`src/sv/mmdd_pkg.sv`:
```
package mmdd_pkg;

  // Defaults for the top-level parameters
  localparam int MAX_SIZE_DEF      = 1024;
  localparam int ELEMENT_WIDTH_DEF = 32;

  // Size register width is fixed by the register map
  localparam int CFG_W = 11;

  // Queue depths (powers of two)
  localparam int ITEM_QUEUE_DEPTH   = 4;
  localparam int RESULT_QUEUE_DEPTH = 2;

  // Position flags attached to each element by the front end
  typedef struct packed {
    logic col_first;   // column zero
    logic row_first;   // row zero
    logic mat_last;    // last element of the matrix
    logic size_one;    // matrix is 1x1
  } mmdd_tag_t;

  localparam int TAG_W = $bits(mmdd_tag_t);

endpackage

```
`src/sv/mmdd_fifo.sv`:
```
module mmdd_fifo
  import mmdd_pkg::*;
#(
  parameter int WIDTH = 8,
  parameter int DEPTH = 4
) (
  input  logic             clk,
  input  logic             rst,
  input  logic             wr_en,
  input  logic [WIDTH-1:0] wr_data,
  output logic             full,
  input  logic             rd_en,
  output logic [WIDTH-1:0] rd_data,
  output logic             empty
);

  localparam int PW = (DEPTH > 1) ? $clog2(DEPTH) : 1;

  logic [WIDTH-1:0] store [DEPTH];
  logic [PW-1:0]    wr_ptr;
  logic [PW-1:0]    rd_ptr;
  logic [PW:0]      count;
  logic             do_wr;
  logic             do_rd;

  assign full    = (count == (PW+1)'(DEPTH));
  assign empty   = (count == '0);
  assign do_wr   = wr_en && !full;
  assign do_rd   = rd_en && !empty;
  assign rd_data = store[rd_ptr];

  always_ff @(posedge clk) begin
    if (do_wr) begin
      store[wr_ptr] <= wr_data;
    end
  end

  always_ff @(posedge clk) begin
    if (rst) begin
      wr_ptr <= '0;
      rd_ptr <= '0;
      count  <= '0;
    end else begin
      if (do_wr) begin
        wr_ptr <= (wr_ptr == PW'(DEPTH - 1)) ? '0 : wr_ptr + 1'b1;
      end
      if (do_rd) begin
        rd_ptr <= (rd_ptr == PW'(DEPTH - 1)) ? '0 : rd_ptr + 1'b1;
      end
      if (do_wr && !do_rd) begin
        count <= count + 1'b1;
      end else if (do_rd && !do_wr) begin
        count <= count - 1'b1;
      end
    end
  end

endmodule

```
`config.mk`:
```
export PLATFORM = sky130hd
export DESIGN_NAME = mmdd_fifo
export DESIGN_NICKNAME = d
export VERILOG_FILES = /design/src/sv/mmdd_pkg.sv /design/src/sv/mmdd_fifo.sv
export SDC_FILE = /design/constraint.sdc
export NUM_CORES = 1
export LEC_CHECK = 0
export ABC_AREA = 1
export BUFFER_PORTS_ARGS = -buffer_cell sky130_fd_sc_hd__buf_2
export CELL_PAD_IN_SITES_DETAIL_PLACEMENT = 1
export CELL_PAD_IN_SITES_GLOBAL_PLACEMENT = 1
export CORE_ASPECT_RATIO = 0.5
export CORE_MARGIN = 5
export CORE_UTILIZATION = 40
export CTS_BUF_LIST = sky130_fd_sc_hd__clkbuf_8
export DETAILED_ROUTE_END_ITERATION = 10
export PLACE_DENSITY_LB_ADDON = 0.1
export SETUP_SLACK_MARGIN = 0.15
export SLEW_MARGIN = 25
export SYNTH_ARGS = -nofsm -noshare
export SYNTH_HDL_FRONTEND = slang
export SYNTH_SLANG_ARGS = --single-unit
```
`constraint.sdc`:
```
create_clock -name clk -period 2.4 [get_ports clk]
set_input_delay 0.48 -clock clk [delete_from_list [all_inputs] [get_ports clk]]
set_output_delay 0.48 -clock clk [all_outputs]
set_load 0.02 [all_outputs]
```
==> results.json <==
{
  "worst_setup_path_end_kind": "output port",
  "avgSynthCellArea_um2": 11.5,
  "clk_pin_slew_worst_paths_ns": 0.07,
  "cts_tree": "done",
  "cp.arrival_ns": 1.51,
  "netlist_instances": 147,
  "vias": 1100,
  "drt_wl_total_mm": 3.31,
  "synth_compound_area_share_pct": 9.22,
  "hp-class": "in -> reg",
  "n_fill_cell": 457,
  "ys_types": 19,
  "critPathRequiredTime_ns": 1.92,
  "finalHoldViolations": 0,
  "finalCritPeriodShare_pct": 83.1,
  "cts.sinks": 41,
  "leakagePower_nw": 0.802,
  "grt_use_total_pct": 12.9,
  "synth_top_family_by_area": "simple AND/OR/NAND/NOR gates",
  "synthToLayoutAreaGrowth_pct": 15.6,
  "outcome": "finished clean",
  "insertion_delay_ns": 0.29,
  "cp_max_fo": 10,
  "cp-start-kind": "register",
  "slowest_delay_ns": 0.50,
  "cap_viol_max_count": 0,
  "gp_congestion": 0.735,
  "setup.worst_path.end": "rd_data[3]",
  "dpl.cell_count": 225,
  "yosysWarnings": 0,
  "synth_adder_area_share_pct": 5.60,
  "io_pins": 22,
  "reg2reg_to": "count[2]$_SDFFE_PP0P_",
  "timing.hold.ws_ns": 0.360,
  "viasPerCell": 4.74,
  "post_cts_buffers": 0,
  "cp_cell_sequence": "buf_4, o21ai_0, o22ai_1, buf_2",
  "ys_ff_latch": 41,
  "hold_buffers": 0,
  "synthMuxAreaShare_pct": 0,
  "antenna_found_initial": 0,
  "avgRoutedWirePerCell_um": 14.2,
  "place.port_buffers": 21,
  "synth-simple-area-share_pct": 12.1,
  "die_y_um": 56.1,
  "start_util_pct": 42.4,
  "numCtsBuffers": 5,
  "period_needed_ns": 1.99,
  "max_slew_margin_pct": 76.4,
  "layout.nets": 197,
  "postCtsResizedCells": 0,
  "syn_area_mm2": 0.00170,
  "seqCellArea_mm2": 0.00114,
  "fin_cells": 232,
  "reg2reg_depth": 12,
  "drive_gt1_share_pct": 20.2,
  "std_cell_rows": 16,
  "fin_skew_ns": 0.00285,
  "cts_root_buf": "clkbuf_8",
  "diodes": 0,
  "setup_viol": 0,
  "grt-ovfl-total": 0,
  "multi_input_area_um2": 465,
  "grt_max_degree": 17,
  "hpwl_mm": 2.27,
  "tightest_slew_ns": 0.353,
  "fmax_mhz": 502,
  "timing.rr.start": "count[1]$_SDFFE_PP0P_",
  "tns_ns": 0,
  "die_width_um": 102,
  "rrSetupSlack_ns": 0.51,
  "dieArea_mm2": 0.00572,
  "htreeDepth": 2,
  "grt_pass1_vias": 1184,
  "ant_nets": 0,
  "synthXorXnorAreaFrac_pct": 0.516,
  "final_area_mm2": 0.00196,
  "dr.first_iter.drc_count": 29,
  "whs_path_depth": 2,
  "drc": 0,
  "crit_type": "reg -> out",
  "ctsLongestPathBuffers": 2,
  "placed_area_mm2": 0.00188,
  "power.density_mw_per_mm2": 1080,
  "peakVddDrop_v": 0.000371,
  "ys_seq_area_share_pct": 67.3,
  "dr.pass1.iters": 4,
  "grt_pass1_wl_mm": 5.55,
  "core_mm2": 0.00400,
  "slew_viol_final": 0,
  "crit_path_top_delay_cell": "dfxtp_1",
  "syn-num-nets": 166,
  "rsz0062_at_grt": "no"
}
-- cell type report --
| cell class | instances | share of cell area (%) |
|---|---|---|
| Timing Repair Buffer | 26 | 7.28 |
| Tap cell | 54 | 3.45 |
| Inverter | 18 | 3.45 |
| Clock inverter | 2 | 0.383 |
| Sequential cell | 41 | 58.2 |
| Clock buffer | 5 | 3.51 |
| Multi-Input combinational cell | 86 | 23.7 |
-- per-stage QoR --
step / setup slack [ns] / util [%] / total power [mW]
3_3_place_gp: 0.613 / 47.1 / 1.70
5_1_grt: 0.278 / 49.0 / 2.28
4_1_cts: 0.379 / 49.0 / 2.14
2_1_floorplan: 0.710 / - / 1.49
6_report: 0.406 / 49.0 / 2.11
3_5_place_dp: 0.503 / 47.1 / 1.73
-- worst max-delay path, delay by kind of cell (launching register included) --
kind,cells,cell delay [ns]
AO/OA/AOI/OAI,2,0.29
buffers and inverters,2,0.43
flip-flops,1,0.50
-- layout by cell type (no fill, tap or decap), types with 2 or more instances in the layout --
master / n
nand3b_1: 2
a21oi_1: 2
o22ai_1: 8
nand2_1: 13
o21ai_0: 13
clkbuf_8: 5
inv_1: 18
o21ai_2: 3
dfxtp_1: 9
buf_2: 21
edfxtp_1: 32
buf_4: 5
nor2_1: 33
ha_1: 6
-- registers in the layout, summed over array words and instances, names as in the netlist, named ones only --
signal,count
store,32
wr_ptr,2
count,3
rd_ptr,2
-- worst min-delay path by stage --
stage	to	slack, ns	start
final	count[0]$_SDFFE_PP0P_	0.36	rst
after global routing	count[0]$_SDFFE_PP0P_	0.34	rst
after CTS	count[0]$_SDFFE_PP0P_	0.35	rst
after detailed placement	count[1]$_SDFFE_PP0P_	0.52	count[1]$_SDFFE_PP0P_
after global placement	count[1]$_SDFFE_PP0P_	0.52	count[1]$_SDFFE_PP0P_
after floorplan	register	0.48	rd_ptr[1]$_SDFFE_PP0P_
-- cells by family (layout without fill, tap and decap cells) --
| family | after synthesis | in the layout |
|---|---|---|
| fa+ha+maj | 7 | 7 |
| compound gates | 27 | 27 |
| buf+inv | 20 | 51 |
| flops | 41 | 41 |
| xor+xnor | 1 | 1 |
| simple gates | 51 | 51 |
-- power by group --
part	internal [mW]	total (mW)	leakage (nW)	switching [mW]
logic	0.258	0.745	0.391	0.487
registers	0.880	0.958	0.368	0.0782
clock network	0.192	0.406	0.0428	0.214
total	1.33	2.11	0.802	0.780
-- cells in the mapped netlist --
master    number  area share, %
a21oi_1        2           0.59
buf_6          2            1.3
dfxtp_1        9             11
edfxtp_1      32             57
fa_1           1            1.2
ha_1           6            4.4
inv_1         17            3.8
inv_2          1           0.22
nand2_1       13            2.9
nand2_2        1           0.37
nand3_1        1           0.29
nand3b_1       2           0.88
nand4_1        1           0.37
nor2_1        33            7.3
o21ai_0       13            3.8
o21ai_1        1           0.29
o21ai_2        3            1.5
o22ai_1        8            2.9
xor2_1         1           0.52
-- layer usage --
metal / track usage, % / part of all wire [%]
met1: 16.5 / 49
met2: 20.1 / 46
met3: 4.26 / 4.1
met4: 5.05 / 1.7
met5: 0 / 0
Note: power is estimated with default switching activity, not from simulation.
