### config.mk
export PLATFORM = sky130hd
export DESIGN_NAME = mmdd_front
export DESIGN_NICKNAME = d
export VERILOG_FILES = /design/src/sv/mmdd_pkg.sv /design/src/sv/mmdd_front.sv
export SDC_FILE = /design/constraint.sdc
export NUM_CORES = 1
export LEC_CHECK = 0
export ABC_AREA = 1
export ABC_CLOCK_PERIOD_IN_PS = 1510
export BUFFER_PORTS_ARGS = -buffer_cell sky130_fd_sc_hd__buf_2
export CAP_MARGIN = 20
export CORE_UTILIZATION = 46
export CTS_BUF_LIST = sky130_fd_sc_hd__clkbuf_8
export DETAILED_ROUTE_END_ITERATION = 8
export PLACE_DENSITY = 0.79
export SLEW_MARGIN = 20
export SYNTH_ARGS = -nofsm -noshare
export SYNTH_HDL_FRONTEND = slang
export SYNTH_SLANG_ARGS = --single-unit
### constraint.sdc
create_clock -name clk -period 1.51 [get_ports clk]
set_clock_uncertainty 0.05 [all_clocks]
set_input_delay 0.151 -clock clk [delete_from_list [all_inputs] [get_ports clk]]
set_output_delay 0.151 -clock clk [all_outputs]
set_load 0.03 [all_outputs]
### src/sv/mmdd_pkg.sv
package mmdd_pkg;

  // Defaults for the top-level parameters
  localparam int MAX_SIZE_DEF      = 1024;
  localparam int ELEMENT_WIDTH_DEF = 32;

  // Size register width is fixed by the register map
  localparam int CFG_W = 11;

  // Queue depths (powers of two)
  localparam int ITEM_QUEUE_DEPTH   = 4;
  localparam int RESULT_QUEUE_DEPTH = 2;

  // Position flags attached to each element by the front end
  typedef struct packed {
    logic col_first;   // column zero
    logic row_first;   // row zero
    logic mat_last;    // last element of the matrix
    logic size_one;    // matrix is 1x1
  } mmdd_tag_t;

  localparam int TAG_W = $bits(mmdd_tag_t);

endpackage

### src/sv/mmdd_front.sv
module mmdd_front
  import mmdd_pkg::*;
#(
  parameter int MAX_SIZE      = MAX_SIZE_DEF,
  parameter int ELEMENT_WIDTH = ELEMENT_WIDTH_DEF
) (
  input  logic                                        clk,
  input  logic                                        rst,
  input  logic                                        push,
  input  logic [ELEMENT_WIDTH-1:0]                    element_value,
  input  logic                                        cfg_valid,
  input  logic [CFG_W-1:0]                            cfg_data,
  input  logic                                        queue_full,
  output logic                                        queue_push,
  output logic [ELEMENT_WIDTH+$clog2(MAX_SIZE)+TAG_W-1:0] queue_data,
  output logic                                        restart
);

  localparam int CW = $clog2(MAX_SIZE);

  logic [CW-1:0] col;
  logic [CW-1:0] row;
  logic [CW-1:0] last_idx;
  logic [CW-1:0] last_idx_next;
  logic [31:0]   size_ext;
  mmdd_tag_t     tag;

  // Clamp the size: zero acts as one, oversize saturates
  assign size_ext = 32'(cfg_data);
  always_comb begin
    priority if (size_ext == 32'd0) begin
      last_idx_next = '0;
    end else if (size_ext > 32'(MAX_SIZE)) begin
      last_idx_next = CW'(MAX_SIZE - 1);
    end else begin
      last_idx_next = CW'(size_ext - 32'd1);
    end
  end

  assign tag.col_first = (col == '0);
  assign tag.row_first = (row == '0);
  assign tag.mat_last  = (col == last_idx) && (row == last_idx);
  assign tag.size_one  = (last_idx == '0);

  assign queue_push = push && !queue_full;
  assign queue_data = {element_value, col, tag};
  assign restart    = cfg_valid;

  always_ff @(posedge clk) begin
    if (rst) begin
      col      <= '0;
      row      <= '0;
      last_idx <= '0;
    end else if (cfg_valid) begin
      col      <= '0;
      row      <= '0;
      last_idx <= last_idx_next;
    end else if (queue_push) begin
      if (col == last_idx) begin
        col <= '0;
        row <= (row == last_idx) ? '0 : row + 1'b1;
      end else begin
        col <= col + 1'b1;
      end
    end
  end

endmodule

==> flow_summary_export.csv <==
group,metric,value,unit
status,status,"complete, but fails checks",
status,violations,"negative setup slack",
synthesis,syn_nets,439,
timing,finalSetupTns,-4.07,ns
cells_and_area,fillerInstances,449,
setup_path,reg2reg_from,"last_idx[2]",
setup_path,required,1.31,ns
synthesis,ys_warn_count,0,
die,fp.coreArea,5110,sq um
power_and_ir_drop,vdd_drop_max,0.316,mV
clock_network,cts.sinks,30,
timing,min_period,1.77,ns
power_and_ir_drop,power_density,599,nW/um^2
power_and_ir_drop,p_total,1910,uW
die,rows,26,
synthesis,synthTopCellsByArea,"dfxtp_1 24%, nand2_1 18%, buf_4 10%, inv_1 5.7%, nor2_1 5.4%",
place,place_congestion,0.888,
timing,worstMarginPinSlew,0.605,ns
detailed_routing,routed_wl,6540,um
place,numPortBuffers,31,
setup_path,cp_cell_sequence,"inv_1 > nand2_2 > nand2_2 > nor2_2 > nand3_2 > nor4_4 > buf_6",
cells_and_area,fin_cells,515,
synthesis,synth-seq-area-share,0.245,
die,die_w,75.0,um
timing,setup_viol,24,
setup_path,cp_top_family,"simple AND/OR/NAND/NOR gates",
synthesis,ys_ff_latch,30,
global_routing,grt_max_degree,16,
global_routing,grt_pass1_wl,10400,um
clock_network,cts_buffers,5,
job,drv_cap,0,
power_and_ir_drop,leakage,0.00151,uW
setup_path,worst-path-max-fanout,3,
setup_path,cp_slowest_cell,"dfxtp_1",
detailed_routing,ant_nets,0,
cells_and_area,area_growth,30.1,%
setup_path,worst-path-buf-inv,2,
min_path,hp-start,"rst",
cells_and_area,final_nets,497,
synthesis,synthesis.area,2450,sq um
place,dpl_worst_slack,-0.180,ns
detailed_routing,viasPerCell,4.91,
setup_path,crit_start,"row[7]",
die,die-area,5630,sq um
timing,rsz0062_at_grt,"true",
synthesis,synth_cell_types,33,
timing,max_freq,564,MHz
global_routing,grt_usage,0.246,
detailed_routing,first_pass_iters,4,
detailed_routing,drt_iter0_drc,121,
synthesis,yosysTopAreaCell,"dfxtp_1",
timing,drv_slew,0,
clock_network,cts_tree,"built",
cells_and_area,fin_area,3190,sq um
synthesis,avgSynthCellArea,6.36,sq um
synthesis,synth_top_area_frac,0.245,
setup_path,cpMostUsedCell,"nand2_2",
place,place_area,2840,sq um
min_path,hold_path.class,"input pin to flop",
timing,worst_slack,-0.264,ns
cells_and_area,drive_gt1_frac,0.456,
clock_network,clk_latency,0.29,ns
clock_network,ctsHtreeMaxLevel,2,
global_routing,grt_pass1_vias,2382,
setup_path,crit_type,"flop to output pin",
synthesis,synthCells,386,
die,io_pins,96,
clock_network,cts-root-buf,"clkbuf_8",
setup_path,end_kind,"output pin",
place,dp_hpwl,4840,um
detailed_routing,wl_per_cell,12.7,um
detailed_routing,drc_errors,0,
global_routing,grt-ovfl-total,0,
clock_network,cts_hold_buf,0,
detailed_routing,vias,2529,
place,dp.cells,494,
clock_network,clk_path_buf_depth,2,
timing,max_slew_margin,0.596,
die,fp.dieH,75.0,um
global_routing,antenna_found_initial,0,
clock_network,clk_pin_slew,0.07,ns
setup_path,cp-start-kind,"flop",
setup_path,cp_data_arrival_time,1.57,ns
cells_and_area,diodes,0,
timing,final_hold_viol_count,0,
timing,final.period_utilization,1.17,
setup_path,max_stage_delay,0.40,ns
die,start_util,0.480,
==> logic make-up after synthesis <==
family,after synthesis,synth area share
buf+inv,94,0.200
flops,30,0.245
simple gates,212,0.407
compound gates,33,0.0795
xor+xnor,12,0.0428
fa+ha+maj,5,0.0255
==> cell usage in the layout (no fill, tap or decap), drive strengths merged, types with 2 or more instances in the layout <==
master / synthesis / routed
ha: 5 / 5
xnor2: 2 / 2
o21ai: 18 / 18
buf: 39 / 90
nor2: 44 / 44
dfxtp: 30 / 30
clkinv: 1 / 3
nor4: 4 / 4
inv: 54 / 55
xor2: 10 / 10
nand2: 126 / 126
nand4: 13 / 13
a21oi: 13 / 13
clkbuf: 0 / 5
nand3: 18 / 18
nor3: 5 / 5
==> flip-flops by register name (all words and copies together), names as in the netlist <==
name and cells:
last_idx 10, col 10, row 10
==> area by class of cell <==
type                            instances  area, sq um  share of cell area
Multi-Input combinational cell        262         1500               0.470
Inverter                               55          209              0.0654
Tap cell                               70         87.6              0.0274
Timing Repair Buffer                   90          654               0.205
Clock buffer                            5         68.8              0.0216
Clock inverter                          3         12.5             0.00392
Sequential cell                        30          659               0.207
==> metrics by stage <==
stage           util  hold slack [ns]
2_1_floorplan      -            0.308
3_3_place_gp   0.556            0.252
3_5_place_dp   0.556            0.252
4_1_cts        0.611            0.143
5_1_grt        0.625            0.167
6_report       0.625            0.157
==> final timing paths <==
kind                            slack (ns)       endpoint  cells after the start
worst max register to register       -0.21         row[8]                     12
worst max-delay path                 -0.26  queue_data[1]                      7
worst min-delay path                  0.16    last_idx[1]                      3
worst min register to register        0.44    last_idx[7]                      2
==> Yosys cell counts <==
master     number
buf_2           2
inv_2          17
o21ai_0        13
nand4_2         4
a21oi_1         8
nand4_1         9
clkinv_1        1
a21oi_2         5
nand2_1       118
ha_1            5
nand3_2         2
buf_1           2
xor2_1         10
nor3_4          1
nand2_4         2
nor3_1          4
buf_6           1
nand3_1        15
dfxtp_1        30
nor2_4          3
nor4_1          4
o2bb2ai_1       1
nor2_1         35
or2_2           1
xnor2_1         2
nor2_2          6
nand3_4         1
nand3b_1        1
a211oi_2        1
inv_1          37
nand2_2         6
buf_4          34
o21ai_1         5
==> tightest hold or removal path: stages <==
cell and delay [ns]:
buf_2 0.10, a211oi_2 0.08, o2bb2ai_1 0.13
==> power breakdown <==
part,switching (uW),internal [uW],total [uW]
clock,321,310,630
combinational,252,197,449
sequential,29.1,805,834
total,602,1310,1910
==> repair_timing <==
item / in CTS / in global routing
endpoints found under the hold margin: 0 / 0
setup buffers: 10 / 3
setup endpoints to repair: 24 / 26
pin swaps: 12 / 10
resized for setup: 45 / 23
==> per-layer routing <==
metal	part of all wire	global-route usage	vias up
met5	0	0	-
met3	0.044	0.0469	17
met2	0.51	0.442	59
met1	0.41	0.278	1161
met4	0.028	0.122	0
li1	-	-	1292
Note: power is estimated with default switching activity, not from simulation.
